## src/rtl/core/gts_mul.sv

```systemverilog
module gts_mul (
  input  logic        clk,
  input  logic [31:0] a,
  input  logic [31:0] b,
  output logic [63:0] prod
);
  always_ff @(posedge clk) begin
    prod <= a * b;
  end
endmodule

```

## config.mk

```make
export PLATFORM = sky130hd
export DESIGN_NAME = gts_mul
export DESIGN_NICKNAME = d
export VERILOG_FILES = /design/src/rtl/core/gts_mul.sv
export SDC_FILE = /design/constraint.sdc
export NUM_CORES = 2
export LEC_CHECK = 0
export BUFFER_PORTS_ARGS = -buffer_cell sky130_fd_sc_hd__buf_2
export CORE_MARGIN = 8
export CORE_UTILIZATION = 60
export CTS_CLUSTER_SIZE = 14
export DETAILED_ROUTE_END_ITERATION = 7
export PLACE_DENSITY_LB_ADDON = 0.15
export SETUP_SLACK_MARGIN = 0.5
export SKIP_CTS_REPAIR_TIMING = 1
export SLEW_MARGIN = 20
export SYNTH_ARGS = -nofsm -noshare
export SYNTH_HDL_FRONTEND = slang
export SYNTH_SLANG_ARGS = --single-unit
```

## constraint.sdc

```tcl
create_clock -name clk -period 9.1 [get_ports clk]
set_input_delay 0.455 -clock clk [delete_from_list [all_inputs] [get_ports clk]]
set_output_delay 0.455 -clock clk [all_outputs]
set_load 0.1 [all_outputs]
```

---- Word-level counts from Yosys, hierarchy flattened ----
Index checks and enable logic that the tools add are counted.
storage, ports and cells
  output and inout bits ................... 64
  bits in registers ....................... 64
  logic and storage cells ................. 2
  input bits .............................. 65
cells by class
  multiply operators ...................... 1
operators by type and width
  operator                                        number
  32-bit by 32-bit multiplier with 64-bit output  1

---- Depth between registers and ports, before layout ----
  depth after elaboration ................. 1
  mapped depth ............................ 29
  mapped depth without buffers ............ 27

---- Least setup slack after synthesis ----
OpenSTA, ideal clock, no wires.
  path kind ............................... input -> register
  start ................................... in a[25]
  end ..................................... reg prod[62]
  setup slack ............................. 1.892 ns
  arrival ................................. 7.136 ns
  stages .................................. 25
  data required time ...................... 9.028 ns
  path through ............................ clkbuf_1 > nand2_1 > fa_1 > inv_1 > fa_1 > inv_1 > fa_1 > inv_1 > fa_1 > fa_1 > fa_1 > fa_1 > inv_1 > fa_1 > inv_1 > ha_1 > buf_2 > nand4_1 > or4_1 > or3_1 > a31oi_1 > a31o_2 > a211oi_1 > o21ai_1 > xor2_1
between the ends
  longest elaborated chain between the ends .. 1
RTL lines
  element                                         RTL line  source
  start: declaration                              3         input logic [31:0] a,
  32-bit by 32-bit multiplier with 64-bit output  8         prod <= a * b;
  end signal: assignment                          8
  end: declaration                                5         output logic [63:0] prod
Every way passes these cells.

---- Worst setup path in the final report ----
  start ................................... in a[24]
  end ..................................... reg prod[62]
Same word-level chain as after synthesis.

==> results.tsv <==
metric	value	unit
wl	91900	um
worstPathRequired	9370	ps
drc	0	
vias	24700	
rsz0062_at_grt	false	
syn_avg_cell_area	9.25	um^2
synth-seq-cells	64	
fmax	124	MHz
num_io_pins	129	
placed_cells	4434	
grt_max_degree	33	
ant_nets	0	
clkTransAtPathRegs	60	ps
tightestPinTransition	873	ps
cp.arrival	8310	ps
fin_cells	4453	
via_per_inst	5.55	
whs_path_depth	2	
dp_hpwl	73400	um
ys_warn_count	0	
grt_pass1_wl	150000	um
setup.worst_path.end_class	flip-flop	
fp.dieW	256	um
maxCapViolations	0	
grt_pass1_vias	27900	
root_buffer	clkbuf_16	
syn_inst	3748	
antenna_found_initial	3	
synth.area.top_cells	fa_1 52%, and2_1 11%, ha_1 9.5%, inv_1 9.4%, nand2_1 5.2%	
cts_made_buffers	9	
grt_use_total	29.0	%
yosysTopAreaCell	fa_1	
port_buffers	128	
synth_edf_count	0	
largest_reg_flops	64	
finalCriticalPeriod	8040	ps
ys.flop_type	dfxtp_1	
outcome	completed	
synth.distinct_cells	57	
tritoncts	built	
core_area	57500	um^2
top_register	prod	
critPathKind	in2reg	
synth_top_cell_area_share	51.7	%
timing.final.crit_share	88.4	%
start_util	60.3	%
place.gp.congestion	0.900	
synth_nets	4972	
reg_top3	prod x64	
syn_to_final_growth	3.32	%
firstDrtPassIters	6	
hp-start	b[0]	
hold_end	prod[0]	
htreeDepth	3	
die_h	256	um
wl_per_cell	20.6	um
hold_path.class	in2reg	
synthesis.area	34700	um^2
gr-total-overflow	0	
async_flop_share	0	%
critPathLaunch	a[24]	
rows	88	
fin_setup_tns	0	ps
hold_viol	0	
setup_viol	0	
finalWorstSetupSlack	1060	ps
seq_area_frac_synth	3.69	%
drv_slew	0	
startpoint_type	input port	
dp_slack	848	ps
clock_path_buffers	2	
nets	4904	
slew_headroom	41.8	%
cp_max_fo	32	
drt_iter0_drc	1419	
drive_gt1_share	4.72	%
dieArea	65700	um^2
hold-worst-slack	632	ps
clkSinkCount	64	
==> stage by stage <==
step	cell area (um^2)	util, %
6_report	35800	62.3
3_5_place_dp	35500	61.8
4_1_cts	35800	62.3
2_1_floorplan	34700	-
5_1_grt	35800	62.3
3_3_place_gp	35500	61.8
==> Yosys cell counts (10+ instances only) <==
cell type and count:
and2_1 602, a21o_1 40, fa_1 896, nand4_1 23
dfxtp_1 64, nor2_1 20, xnor2_1 35, clkbuf_1 213
a31oi_1 12, o21bai_1 10, nand3_1 10, inv_1 865
nand2_1 480, ha_1 263, and3_1 14, o21ai_0 21
a21oi_1 63, xor2_1 25
==> cell families after synthesis <==
group,count (synthesis),share of synthesized area (%)
AND/OR/NAND/NOR,1177,17.6
buffers and inverters,1085,11.8
AO/OA/AOI/OAI,202,4.15
flip-flops,64,3.69
XOR/XNOR,60,1.52
multiplexers,1,0.0289
adder cells (fa/ha/maj),1159,61.2
==> layout make-up <==
type | instances | area (um^2)
clock inverter | 6 | 43.8
fill | 5068 | 21600
sequential | 64 | 1280
timing repair buffer | 141 | 738
inverter | 865 | 3250
tap | 765 | 957
antenna | 3 | 7.51
clock buffer | 10 | 239
multi-input combinational | 2599 | 29300
==> per-layer routing <==
metal | vias up | GRT usage (%) | part of all wire, % | wire (um)
met3 | 232 | 3.68 | 5.3 | 4890
met2 | 847 | 52.1 | 52 | 48000
met4 | 0 | 14.2 | 5.8 | 5350
met5 | - | 0 | 0 | 0
li1 | 10700 | - | - | -
met1 | 12900 | 34.1 | 37 | 33600
==> critical path, stage by stage <==
cell and delay, ps:
buf_2 580, nand2_1 160, fa_1 530, inv_1 50
fa_1 520, inv_1 60, fa_1 540, inv_1 60
fa_1 480, fa_1 590, fa_1 430, fa_1 500
inv_1 50, fa_1 470, inv_1 40, ha_1 420
nand4_1 240, or4_1 470, or3_1 370, a31oi_1 490
a31o_2 290, a211oi_1 110, o21ai_1 190, xor2_1 150
==> worst max-delay path by stage <==
stage	endpoint	slack, ps	cells past startpoint
floorplan	prod[62]	1890	25
global placement	prod[62]	960	21
detailed placement	prod[62]	850	21
CTS	prod[62]	1200	21
global route	prod[62]	700	25
finish	prod[62]	1060	24
==> cells in the final DEF (no fill, tap or decap), drive strengths merged, types with 3 or more instances in the layout <==
cell	n
o221ai	3
or3	3
a21boi	3
clkbuf	10
dfxtp	64
a211oi	3
nand2	480
clkinv	4
o21a	9
a21oi	66
diode	3
and2	602
o21ai	26
o31ai	5
a31oi	12
fa	896
nor2	20
nor3	7
a221o	4
and3	14
xnor2	35
o21bai	11
inv	866
nand4	23
and4	3
a21o	40
or4	3
buf	141
xor2	25
nand3	10
ha	263
a221oi	4
or2	3
Power is left out: the tool's default activity adds up to more than one toggle a clock period on the data nets, which glitch-free logic cannot reach.
