$ cat config.mk
export PLATFORM = sky130hd
export DESIGN_NAME = gts_div
export DESIGN_NICKNAME = d
export VERILOG_FILES = /design/src/rtl/core/gts_pkg.sv /design/src/rtl/core/gts_div.sv
export SDC_FILE = /design/constraint.sdc
export NUM_CORES = 1
export LEC_CHECK = 0
export CELL_PAD_IN_SITES_DETAIL_PLACEMENT = 1
export CELL_PAD_IN_SITES_GLOBAL_PLACEMENT = 1
export CORE_UTILIZATION = 45
export CTS_CLUSTER_SIZE = 40
export DETAILED_ROUTE_END_ITERATION = 10
export DONT_BUFFER_PORTS = 1
export MAX_ROUTING_LAYER = met4
export PLACE_DENSITY = 0.83
export SLEW_MARGIN = 20
export SYNTH_ARGS = -nofsm -noshare
export SYNTH_HDL_FRONTEND = slang
export SYNTH_SLANG_ARGS = --single-unit
export TNS_END_PERCENT = 5
$ cat constraint.sdc
create_clock -name clk -period 6.8 [get_ports clk]
set_input_delay 0 -clock clk [delete_from_list [all_inputs] [get_ports clk]]
set_output_delay 0 -clock clk [all_outputs]
set_load 0.03 [all_outputs]
$ cat src/rtl/core/gts_pkg.sv
package gts_pkg;

  localparam int NSPEC      = 61;
  localparam int FUNC_W     = 3;
  localparam int IDX_W      = 12;
  localparam int COLOR_W    = 2;
  localparam int VALUE_W    = 48;
  localparam int RAND_W     = 32;
  localparam int TIME_W     = 48;
  localparam int KIND_W     = 3;
  localparam int SP_W       = 6;
  localparam int CNT_W      = 16;
  localparam int SLOT_W     = 8;
  localparam int POS_W      = 12;
  localparam int RCNT_W     = 8;
  localparam int INT_W      = 24;
  localparam int RATE_W     = 32;
  localparam int FP_W       = 6;
  localparam int A0_W       = 56;
  localparam int NUM_W      = 38;
  localparam int CFG_IDX_W  = 3;
  localparam int CFG_DATA_W = 48;

  typedef logic [FUNC_W-1:0] func_t;
  typedef logic [KIND_W-1:0] kind_t;
  typedef logic [CFG_IDX_W-1:0] reg_idx_t;

  localparam func_t FN_CODON  = 3'd0;
  localparam func_t FN_CHARGE = 3'd1;
  localparam func_t FN_PROBE  = 3'd2;
  localparam func_t FN_START  = 3'd3;
  localparam func_t FN_TIME   = 3'd4;
  localparam func_t FN_EVENT  = 3'd5;

  localparam kind_t K_CHARGE   = 3'd0;
  localparam kind_t K_DECAY    = 3'd1;
  localparam kind_t K_INITIATE = 3'd2;
  localparam kind_t K_ELONGATE = 3'd3;
  localparam kind_t K_COMPLETE = 3'd4;
  localparam kind_t K_NONE     = 3'd5;

  localparam reg_idx_t REG_RATE_BIND     = 3'd0;
  localparam reg_idx_t REG_RATE_COMPLETE = 3'd1;
  localparam reg_idx_t REG_RATE_ELONG    = 3'd2;
  localparam reg_idx_t REG_RATE_DIFFUSE  = 3'd3;
  localparam reg_idx_t REG_FOOTPRINT     = 3'd4;
  localparam reg_idx_t REG_GENE_LENGTH   = 3'd5;
  localparam reg_idx_t REG_INHIBIT_EN    = 3'd6;
  localparam reg_idx_t REG_INHIBIT_TIME  = 3'd7;

  // ln(2) as an unsigned Q0.32 fraction.
  localparam logic [31:0] LN2_Q32 = 32'd2977044471;

  typedef struct packed {
    logic start;
    logic [NUM_W-1:0] num;
    logic [A0_W-1:0] den;
  } div_req_t;

endpackage

$ cat src/rtl/core/gts_div.sv
module gts_div (
  input  logic clk,
  input  logic rst,
  input  gts_pkg::div_req_t req,
  output logic done,
  output logic [gts_pkg::NUM_W-1:0] quo
);
  import gts_pkg::*;

  localparam int CW = $clog2(NUM_W);

  logic busy;
  logic [CW-1:0] cnt;
  logic [A0_W-1:0] rem;
  logic [A0_W:0] rem_sh;
  logic take;

  assign rem_sh = {rem, quo[NUM_W-1]};
  assign take = rem_sh >= {1'b0, req.den};

  // Restoring division, one quotient bit per cycle, MSB first.
  always_ff @(posedge clk) begin
    if (rst) begin
      busy <= 1'b0;
      done <= 1'b0;
      cnt <= '0;
    end else begin
      done <= 1'b0;
      if (req.start) begin
        busy <= 1'b1;
        cnt <= '0;
        rem <= '0;
        quo <= req.num;
      end else if (busy) begin
        rem <= take ? A0_W'(rem_sh - {1'b0, req.den}) : rem_sh[A0_W-1:0];
        quo <= {quo[NUM_W-2:0], take};
        cnt <= cnt + CW'(1);
        if (cnt == CW'(NUM_W - 1)) begin
          busy <= 1'b0;
          done <= 1'b1;
        end
      end
    end
  end
endmodule

=== After elaboration in Yosys (flattened, before gate mapping) ===
Cells that the tools add are included.

* Magnitude comparators: 1
* Reduce and logical (&&, ||, !) cells: 4
* Muxes and demuxes: 8
* Equal/unequal tests: 1
* $add $sub $neg: 2
* Bitwise logic cells: 2

{| class="wikitable"
|+ Operators with widths
! kind !! count
|-
| 56-bit 2-to-1 mux || 2
|-
| 38-bit 2-to-1 mux || 2
|-
| 57-bit by 56-bit greater-or-equal comparator with 1-bit output || 1
|-
| 56-bit subtractor || 1
|-
| 6-bit by 1-bit adder with 6-bit output (second input constant) || 1
|-
| 6-bit equality test (second input constant) || 1
|-
| 1-bit 2-to-1 mux || 4
|-
| 3-bit OR reduction || 1
|-
| 1-bit inverter || 2
|-
| 2-bit AND reduction || 1
|-
| 2-bit nonzero test || 1
|-
| 2-bit OR reduction || 1
|}

* Bits in registers: 102
* Input port bits: 97
* Word-level logic and storage cells: 23

=== Depth between registers and ports, before layout ===
Gate-level depths: netlist of run 1.

* Depth in word-level cells: 4
* Mapped depth: 15

=== Worst setup path after synthesis of run 1 ===
No wires, ideal clock.

* Path type: in2reg
* Start: in req[94] (netlist bit)
* End: reg quo[0] (netlist bit) (enable)
* Data arrival time: 4.576 ns
* Setup time: 0.549 ns
* Path buffers: 2
* Path slack: 1.675 ns
* Stages on the path: 4
* Cell sequence: clkbuf_1 -> clkbuf_1 -> nor2_1 -> nor2_1

* Cells in the longest elaborated chain, start to end: 2

{| class="wikitable"
|+ Ends and longest elaborated chain
! element !! RTL line !! source
|-
| from (decl) || gts_div.sv:4 || <nowiki>input gts_pkg::div_req_t req,</nowiki>
|-
| 2-bit nonzero test (no line) || n/a ||
|-
| 2-bit AND reduction (no line) || n/a ||
|-
| to (signal assigned) || gts_div.sv:33 || <nowiki>quo <= req.num;</nowiki>
|-
| to (signal assigned) || gts_div.sv:36 || <nowiki>quo <= {quo[NUM_W-2:0], take};</nowiki>
|-
| to (decl) || gts_div.sv:6 || <nowiki>output logic [gts_pkg::NUM_W-1:0] quo</nowiki>
|}

Every way passes these cells.
A chain may end at the register's enable or synchronous reset.

=== Worst setup path in the final report of run 1 ===
* Start: reg quo[37] (netlist bit)
* End: reg rem[1] (data pin)

* Cells in the longest elaborated chain, start to end: 3

{| class="wikitable"
|+ Ends and longest elaborated chain
! element !! RTL line !! source
|-
| 56-bit subtractor or 57-bit by 56-bit greater-or-equal comparator with 1-bit output (tied branches) || gts_div.sv:35, gts_div.sv:19 ||
|-
| 56-bit 2-to-1 mux (*) || gts_div.sv:35 || <nowiki>rem <= take ? A0_W'(rem_sh - {1'b0, req.den}) : rem_sh[A0_W-1:0];</nowiki>
|-
| 56-bit 2-to-1 mux (*) || gts_div.sv:34 || <nowiki>end else if (busy) begin</nowiki>
|-
| to (signal assigned) || gts_div.sv:35 ||
|-
| to (decl) || gts_div.sv:14 || <nowiki>logic [A0_W-1:0] rem;</nowiki>
|}

Every way passes the cells marked *; elsewhere a longest branch is shown, timed or not. The select of a mux whose other input is x is not followed.

==> results of run 1 <==
## sequential cells by signal, indices dropped and copies added (netlist names)
signal	flops
rem	56
quo	38
cnt	6
busy	1
done	1
## Yosys cell counts, drive strengths merged (9+ instances only)
cell	count	area (um2)
buf	19	125
mux2	38	428
o21ai	70	362
edfxtp	94	2820
a21oi	111	586
a211oi	23	235
o21bai	13	97.6
a31oi	9	56.3
nor3	23	115
nand2	45	169
o211ai	47	353
xnor2	26	228
nand3	20	100
nand4	15	93.8
clkbuf	43	164
a21o	41	317
nor2	37	139
ha	58	726
xor2	25	219
inv	73	274
## cell type report
| type | count | area, um2 | area share |
|---|---|---|---|
| Tap cell | 229 | 287 | 0.0307 |
| Timing Repair Buffer | 48 | 493 | 0.0528 |
| Inverter | 73 | 274 | 0.0293 |
| Clock buffer | 9 | 225 | 0.0241 |
| Sequential cell | 102 | 2980 | 0.319 |
| Antenna cell | 1 | 2.50 | 0.000268 |
| Clock inverter | 7 | 98.8 | 0.0106 |
| Multi-Input combinational cell | 693 | 4980 | 0.533 |
## worst paths after layout
path | startpoint | to | slack [ns] | cells after the start
worst max-delay path | quo[37] | rem[1] | 2.58 | 13
worst min-delay path | req[94] | rem[53] | 0.03 | 2
worst max register to register | quo[37] | rem[1] | 2.58 | 13
worst min register to register | cnt[4] | cnt[4] | 0.57 | 2
## layer usage
metal,vias up,track usage
met2,305,0.480
met1,3651,0.368
met4,0,0.118
li1,3472,-
met3,52,0.0551
met5,-,-
## per-stage QoR
stage | area, um2 | worst slack, ns | instances | power (uW) | hold WS, ns
2_1_floorplan | 8490 | 1.68 | 930 | 1400 | 0.221
3_3_place_gp | 8560 | 2.94 | 1103 | 1530 | 0.134
3_5_place_dp | 8560 | 2.78 | 1103 | 1550 | 0.160
4_1_cts | 9310 | 2.72 | 1159 | 2160 | 0.0110
5_1_grt | 9340 | 2.46 | 1162 | 2290 | 0.0299
6_report | 9340 | 2.58 | 1162 | 2190 | 0.0259
## kinds of logic after synthesis
group | synth area share
AO/OA/AOI/OAI | 0.277
AND/OR/NAND/NOR | 0.115
buffers and inverters | 0.0663
flip-flops | 0.351
adder cells (fa/ha/maj) | 0.0878
XOR/XNOR | 0.0526
multiplexers | 0.0504
## worst register-to-register path, stage by stage, from the launching register on
cell	delay (ns)
edfxtp_1	0.63
inv_1	0.11
ha_1	0.25
nor2b_1	0.20
o21bai_1	0.13
a21o_2	0.25
a21oi_2	0.20
o31a_4	0.19
a21o_4	0.15
a21oi_4	0.07
nor4_4	0.86
buf_4	0.51
nor3_1	0.15
a211oi_1	0.32
## cell usage in the layout, fill, tap and decap left out, types with 6 or more instances in the layout
cell type	n
a21oi_1	107
edfxtp_1	94
inv_1	73
o21ai_0	65
ha_1	58
o211ai_1	47
nand2_1	45
dlygate4sd3_1	40
a21o_1	39
mux2_2	38
nor2_1	36
xnor2_1	26
xor2_1	25
nor3_1	23
nand3_1	20
nand4_1	15
o21bai_1	13
a211oi_1	12
a211oi_2	10
a31oi_1	9
clkbuf_16	9
and3_1	8
dfxtp_1	8
nor2b_1	7
and2_1	7
o21a_1	7
and4_1	6
buf_4	6
## power groups by stage
stage | Clock, uW | Combinational (uW) | Sequential [uW]
floorplan | 0 | 570 | 826
global placement | 0 | 696 | 833
detailed placement | 0 | 718 | 836
CTS | 580 | 755 | 823
global route | 610 | 847 | 831
finish | 585 | 774 | 827
==> flow_metrics.tcl, run 1 <==
set metrics [dict create \
    outcome "completed" \
    min_period_over_period 0.620 \
    grt_max_degree 98 \
    crit_arrival_ns 4.39 \
    ctsHtreeMaxLevel 3 \
    slew_headroom 0.297 \
    drt-pass1-iter-count 5 \
    power_leakage_uw 0.00367 \
    slowest_delay_ns 0.86 \
    gp_congestion 0.887 \
    start_util 0.467 \
    num_rows 49 \
    fin_util 0.513 \
    grt_pass1_wl_um 43500 \
    via_per_inst 6.44 \
    fillers 2062 \
    netlist_area_um2 8490 \
    p_sw_frac 0.390 \
    numCtsBuffers 9 \
    cp_num_buf_inv 2 \
    finalHoldViolations 0 \
    drive_gt1_frac 0.0987 \
    cts_tree "built" \
    p_int_uw 1330 \
    dieHeight_um 139 \
    cts.sinks 102 \
    synth_ff_type "edfxtp_1" \
    critical_path_peak_fanout 36 \
    port_buffers 0 \
    clkPwrFrac 0.268 \
    power_frac_seq 0.378 \
    synth_cells 930 \
    critPathLaunchType "flop" \
    wl_met1_um 11800 \
    yosys_register_bits 102 \
    antenna_found_initial 1 \
    num_vias 7480 \
    ant_nets 0 \
    crit_slowest_cell "nor4_4" \
    drv.max_cap_violation_count 0 \
    holdBufCountCts 40 \
    setup_viol 0 \
    synth_async_sr_flop_share 0 \
    insertion_delay_ns 0.37 \
    fin_worst_skew_ns 0.0145 \
    wire_per_inst_um 23.7 \
    fin_crit_ns 4.22 \
    die_w_um 139 \
    yosys_warnings 0 \
    required_ns 6.97 \
    rsz0062_at_grt "no" \
    dp_hpwl_um 17500 \
    worst_setup_path_end_kind "flop" \
    clkSlewWorstSetupHoldPaths_ns 0.09 \
    drt_wl_total_um 27600 \
    holdCritPathClass "input port to flop" \
    highest_layer "met4" \
    synth_edf_count 94 \
    overflow 0 \
    clockRootBuffer "clkbuf_16" \
    max_freq_mhz 237 \
    tns_ns 0 \
    drc 0 \
    slew_viol_final 0 \
    switchingPower_uw 853 \
    syn_nets 1086 \
    cts.repair.resized 0 \
    cts_setup_buffers 0 \
    core-area_um2 18200 \
    fin_nets 1083 \
    cts_buffer_depth 2 \
    seq_area_frac_synth 0.351 \
    grtUsageTotal 0.297 \
    crit_type "flop to flop" \
    syn_area_per_cell_um2 9.13 \
    wl_met3_um 1540 \
    area_delta_synth_final_pct 9.94 \
    p_comb_frac 0.354 \
    met2_wirelength_um 13300 \
    drt_iter0_markers 534 \
    vdd_ir_drop_max_v 0.000207 \
    worstMarginPinSlew_ns 1.05 \
    cp_cell_sequence "inv_1 -> ha_1 -> nor2b_1 -> o21bai_1 -> a21o_2 -> a21oi_2 -> o31a_4 -> a21o_4 -> a21oi_4 -> nor4_4 -> buf_4 -> nor3_1 -> a211oi_1" \
    powerDensity_nw_per_um2 234 \
    dieArea_um2 19400 \
    grt_pass1_vias 7761 \
    crit_family "compound AO/OA/AOI/OAI gates" \
    synth_cell_types 67 \
    io_pins 136 \
]
No activity file was read; power rests on OpenSTA's default activity.
==> run 2, diff against run 1 <==
Settings changed: ABC_AREA set to 1, CORE_UTILIZATION 45 to 41, PLACE_DENSITY 0.83 to 0.86.
Clock period 6.8 ns to 3.66 ns, I/O delays scaled along.
==> flow_metrics.tcl, run 2 <==
set metrics [dict create \
    outcome "completed" \
    largest_reg_flops 56 \
    cts_buffer_depth 2 \
    io_pins 136 \
    clkSlewWorstSetupHoldPaths_ns 0.09 \
    crit_type "flop to flop" \
    power_uw 4330 \
    yosys.area.top_type_share 0.283 \
    netlist_area_um2 10100 \
    required_ns 3.79 \
    area_delta_synth_final_pct 10.1 \
    met2_wirelength_um 16000 \
    ant_nets 0 \
    syn_nets 1853 \
    slowest_delay_ns 0.42 \
    synthTopCellsByCount "nand2_1 (762), inv_1 (373), nor2_1 (161)" \
    synth_ff_type "edfxtp_1" \
    highest_layer "met4" \
    power_frac_seq 0.357 \
    grt_max_degree 57 \
    grtUsageTotal 0.287 \
    crit_family "simple AND/OR/NAND/NOR gates" \
    mostFrequentLayoutCells "nand2_1 (762), inv_1 (372), nor2_1 (161)" \
    seqCellArea_um2 2980 \
    p_int_uw 2480 \
    design_area_um2 11100 \
    fin_nets 1883 \
    setup_viol 0 \
    top_register "rem" \
    antenna_cells 0 \
    place_area_um2 10400 \
    fin_util 0.459 \
    synth_async_sr_flop_share 0 \
    num_rows 57 \
    grt_pass1_wl_um 55600 \
    max_freq_mhz 327 \
    yosys.area.top_type "nand2_1" \
    multi_input_area_um2 5540 \
    finalHoldViolations 0 \
    clockRootBuffer "clkbuf_16" \
    powerDensity_nw_per_um2 389 \
    seq_area_frac_synth 0.295 \
    p_comb_frac 0.403 \
    power_leakage_uw 0.00640 \
    num_vias 10300 \
    cp_common_cell "nand2_1" \
    fin_worst_skew_ns 0.0122 \
    grt_pass1_vias 11000 \
    yosys_warnings 0 \
    wl_met3_um 1880 \
    crit_slowest_cell "edfxtp_1" \
    cp_num_buf_inv 5 \
    top_regs "rem (56), quo (38), cnt (6)" \
    switchingPower_uw 1850 \
    layout_commonest_cell "nand2_1" \
    cts.sinks 102 \
    drive_gt1_frac 0.0341 \
    drt-pass1-iter-count 5 \
    crit_arrival_ns 3.18 \
    critical_path_peak_fanout 24 \
    drv.max_cap_violation_count 0 \
    fillers 3396 \
    core-area_um2 24200 \
    overflow 0 \
    min_period_over_period 0.835 \
    dieArea_um2 25300 \
    wl_met1_um 15200 \
    slew_headroom 0.494 \
    gp_congestion 1.01 \
    synth_cell_types 33 \
    tns_ns 0 \
    rsz0062_at_grt "no" \
    synth_edf_count 94 \
    wire_per_inst_um 16.7 \
    dp_hpwl_um 27100 \
    cts_tree "built" \
    worstMarginPinSlew_ns 0.759 \
    dieHeight_um 159 \
    yosys_register_bits 102 \
    fin_crit_ns 3.06 \
    synth_area_leaders "nand2_1 (28%), edfxtp_1 (28%), inv_1 (14%), ha_1 (7.2%), nor2_1 (6.0%)" \
    start_util 0.417 \
    ctsHtreeMaxLevel 3 \
    antenna_found_initial 0 \
    slew_viol_final 0 \
    drt_wl_total_um 34400 \
    insertion_delay_ns 0.37 \
    die_w_um 159 \
    port_buffers 0 \
    drt_iter0_markers 464 \
    vdd_ir_drop_max_v 0.000204 \
    numCtsBuffers 9 \
    cts_setup_buffers 0 \
    worst_setup_path_end_kind "flop" \
    cp_cell_sequence "ha_1 -> nand2_2 -> inv_1 -> nand2_1 -> nand2_1 -> inv_1 -> nand2_1 -> inv_1 -> nand2_1 -> a21oi_1 -> nand3_4 -> nand2_1 -> buf_4 -> nand2_1 -> nand2_1 -> inv_1" \
    clkPwrFrac 0.239 \
    synth_cells 1697 \
    drc 0 \
    p_sw_frac 0.427 \
    critPathLaunchType "flop" \
    via_per_inst 5.01 \
    yosysMostFrequentCell "nand2_1" \
    syn_area_per_cell_um2 5.96 \
    holdCritPathClass "input port to flop" \
]
run 2: area by class of cell:
type	count	share of cell area
Multi-Input combinational cell	1189	0.497
Tap cell	324	0.0364
Clock buffer	10	0.0206
Timing Repair Buffer	47	0.0441
Sequential cell	102	0.268
Clock inverter	6	0.00607
Inverter	378	0.127
run 2: timing repair:
action                                  4_1_cts  5_1_grt
endpoints found under the setup margin        0        0
hold buffers                                 41        0
resized for setup                             0        0
hold endpoints to repair                     56        0
run 2: routing by layer:
| layer | track usage | vias up |
|---|---|---|
| met4 | 0.115 | 0 |
| met3 | 0.0474 | 74 |
| li1 | - | 5117 |
| met2 | 0.480 | 288 |
| met5 | - | - |
| met1 | 0.343 | 4817 |
run 2: final timing paths:
path,startpoint,end,slack [ns],depth (start not counted)
setup / recovery,rem[38],rem[54],0.60,16
hold / removal,req[94],quo[13],0.06,3
setup reg to reg,rem[38],rem[54],0.60,16
hold reg to reg,cnt[5],done,0.52,2
run 2: tightest hold or removal path, stage by stage:
cell and delay, ns:
buf_12 0.18, nand2_1 0.07, nand2_1 0.05
run 2: cells by family (layout without fill, tap and decap cells):
| group | after synthesis | in the layout | synth area share |
|---|---|---|---|
| AO/OA/AOI/OAI | 46 | 46 | 0.0233 |
| buffers and inverters | 406 | 441 | 0.159 |
| XOR/XNOR | 26 | 26 | 0.0225 |
| adder cells (fa/ha/maj) | 59 | 59 | 0.0737 |
| AND/OR/NAND/NOR | 1058 | 1058 | 0.426 |
| flip-flops | 102 | 102 | 0.295 |
run 2: power groups by stage:
stage	Clock, uW	Combinational [uW]	Sequential [uW]
after floorplan	0	1260	1550
after global placement	0	1610	1560
after detailed placement	0	1680	1570
after CTS	1050	1730	1540
after global routing	1080	1960	1560
final	1040	1750	1550
run 2: per-stage QoR:
step | hold slack [ns] | setup slack, ns | cells
finish | 0.0596 | 0.604 | 2056
global route | 0.0784 | 0.353 | 2056
CTS | 0.0386 | 0.596 | 2056
detailed placement | 0.146 | 0.641 | 1999
global placement | 0.140 | 0.739 | 1999
floorplan | 0.182 | 1.13 | 1697
==> run 3, diff against run 2 <==
Settings changed: CORE_UTILIZATION 41 to 45, PLACE_DENSITY 0.86 to 0.89.
Clock period 3.66 ns to 2.97 ns, I/O delays scaled along.
==> flow_metrics.tcl, run 3 (synthesis gave the netlist of run 2 again) <==
set metrics [dict create \
    dp_hpwl_um 27700 \
    drc 18 \
    drt_wl_total_um 35600 \
    clockRootBuffer "clkbuf_16" \
    drv.max_cap_violation_count 0 \
    cts_tree "built" \
    worstMarginPinSlew_ns 0.791 \
    core-area_um2 22000 \
    gp_congestion 1.00 \
    power_frac_seq 0.356 \
    ant_nets 0 \
    outcome "finished with violations" \
    fillers 3078 \
    top_register "rem" \
    power_leakage_uw 0.00643 \
    fin_worst_skew_ns 0.0170 \
    antenna_found_initial 0 \
    min_period_over_period 0.927 \
    die_w_um 152 \
    grt_max_degree 58 \
    port_buffers 0 \
    grt_pass1_wl_um 56100 \
    whs_ns 0.0271 \
    design_area_um2 11100 \
    place_area_um2 10400 \
    start_util 0.461 \
    slew_viol_final 0 \
    placed_cells 1960 \
    multi_input_area_um2 5540 \
    tns_ns 0 \
    num_vias 10400 \
    seqCellArea_um2 2980 \
    crit_slowest_cell "edfxtp_1" \
    powerDensity_nw_per_um2 482 \
    ctsHtreeMaxLevel 3 \
    wire_per_inst_um 17.7 \
    drive_gt1_frac 0.0374 \
    final-instance-count-excl-fill 2016 \
    finalHoldViolations 0 \
    worst_setup_path_end_kind "flop" \
    overflow 0 \
    layout_commonest_cell "nand2_1" \
    rsz0062_at_grt "no" \
    clkPwrFrac 0.237 \
    area_delta_synth_final_pct 10.0 \
    largest_reg_flops 56 \
    crit_arrival_ns 2.89 \
    via_per_inst 5.17 \
    numCtsBuffers 9 \
    io_pins 136 \
    grtUsageTotal 0.321 \
    clkSlewWorstSetupHoldPaths_ns 0.08 \
    insertion_delay_ns 0.38 \
    drt_iter0_markers 567 \
    cp_cell_sequence "ha_1 -> nand2_2 -> inv_1 -> nand2_1 -> nand2_1 -> inv_1 -> nand2_1 -> inv_1 -> nand2_1 -> a21oi_1 -> nand3_4 -> nand2_1 -> buf_6 -> nand2_1 -> nand2_1 -> inv_1" \
    critical_path_peak_fanout 22 \
    num_rows 54 \
    max_freq_mhz 363 \
    dieArea_um2 23100 \
    p_int_uw 3070 \
    fin_crit_ns 2.75 \
    grt_pass1_vias 10900 \
    fin_util 0.507 \
    vdd_ir_drop_max_v 0.000263 \
    slowest_delay_ns 0.44 \
    holdCritPathClass "input port to flop" \
    top_regs "rem (56), quo (38), cnt (6)" \
    setup_viol 0 \
    cp_common_cell "nand2_1" \
    p_comb_frac 0.407 \
    fin_nets 1887 \
    cts_buffer_depth 2 \
    crit_type "flop to flop" \
    antenna_cells 0 \
    violations "design-rule violations" \
    p_sw_frac 0.428 \
    mostFrequentLayoutCells "nand2_1 (762), inv_1 (372), nor2_1 (161)" \
    switchingPower_uw 2290 \
    cts.sinks 102 \
    slew_headroom 0.473 \
    dieHeight_um 152 \
    drt-pass1-iter-count 8 \
    required_ns 3.10 \
    critPathLaunchType "flop" \
]
==> run 3: cell count changes in the layout (fill, tap and decap cells not counted), sizes merged <==
cell         before  now
inv             381  380
buf               7   12
clkinv            3    4
dlygate4sd3      40   39
==> run 3: what timing repair did <==
item	CTS	global route
gates resized for setup	0	2
hold buffers	40	0
setup buffers	0	0
hold endpoints to repair	47	0
endpoints found under the setup margin	0	50
==> run 3: power by group through the flow <==
stage | Combinational, uW | Clock, uW | Sequential (uW)
2_1_floorplan | 1560 | 0 | 1900
3_3_place_gp | 1980 | 0 | 1930
3_5_place_dp | 2080 | 0 | 1930
4_1_cts | 2150 | 1260 | 1910
5_1_grt | 2430 | 1310 | 1920
6_report | 2180 | 1270 | 1910
==> run 3: per-layer routing <==
metal  vias up  share of wire  GRT usage
li1       5126              -          -
met1      4900           0.44      0.385
met2       338           0.48      0.552
met3        67          0.058     0.0459
met4         0          0.029      0.106
met5         -              0          -
==> run 3: final timing paths <==
check	start	to	slack [ns]	cells after the start
setup / recovery	rem[38]	rem[53]	0.22	16
hold / removal	req[94]	busy	0.03	3
setup reg to reg	rem[38]	rem[53]	0.22	16
hold reg to reg	cnt[5]	done	0.53	2
==> run 3: worst max-delay path, delay by kind of cell, from the launching register on <==
family	cells	cell delay (ns)
and+or+nand+nor	9	0.99
buffers and inverters	5	0.48
DFF	1	0.44
adders and majority gates	1	0.37
AOI/OAI and AO/OA	1	0.24
==> run 3: cell type report <==
type	count	share of cell area
tap	280	0.0315
clock buffer	10	0.0206
multi-input combinational	1189	0.498
sequential	102	0.268
timing repair buffer	51	0.0480
inverter	378	0.128
clock inverter	6	0.00607
==> run 3: through the flow <==
step | setup slack [ns] | power, uW
floorplan | 0.441 | 3460
global placement | 0.221 | 3910
detailed placement | 0.166 | 4010
CTS | 0.117 | 5320
global route | 0.0000353 | 5670
finish | 0.216 | 5360
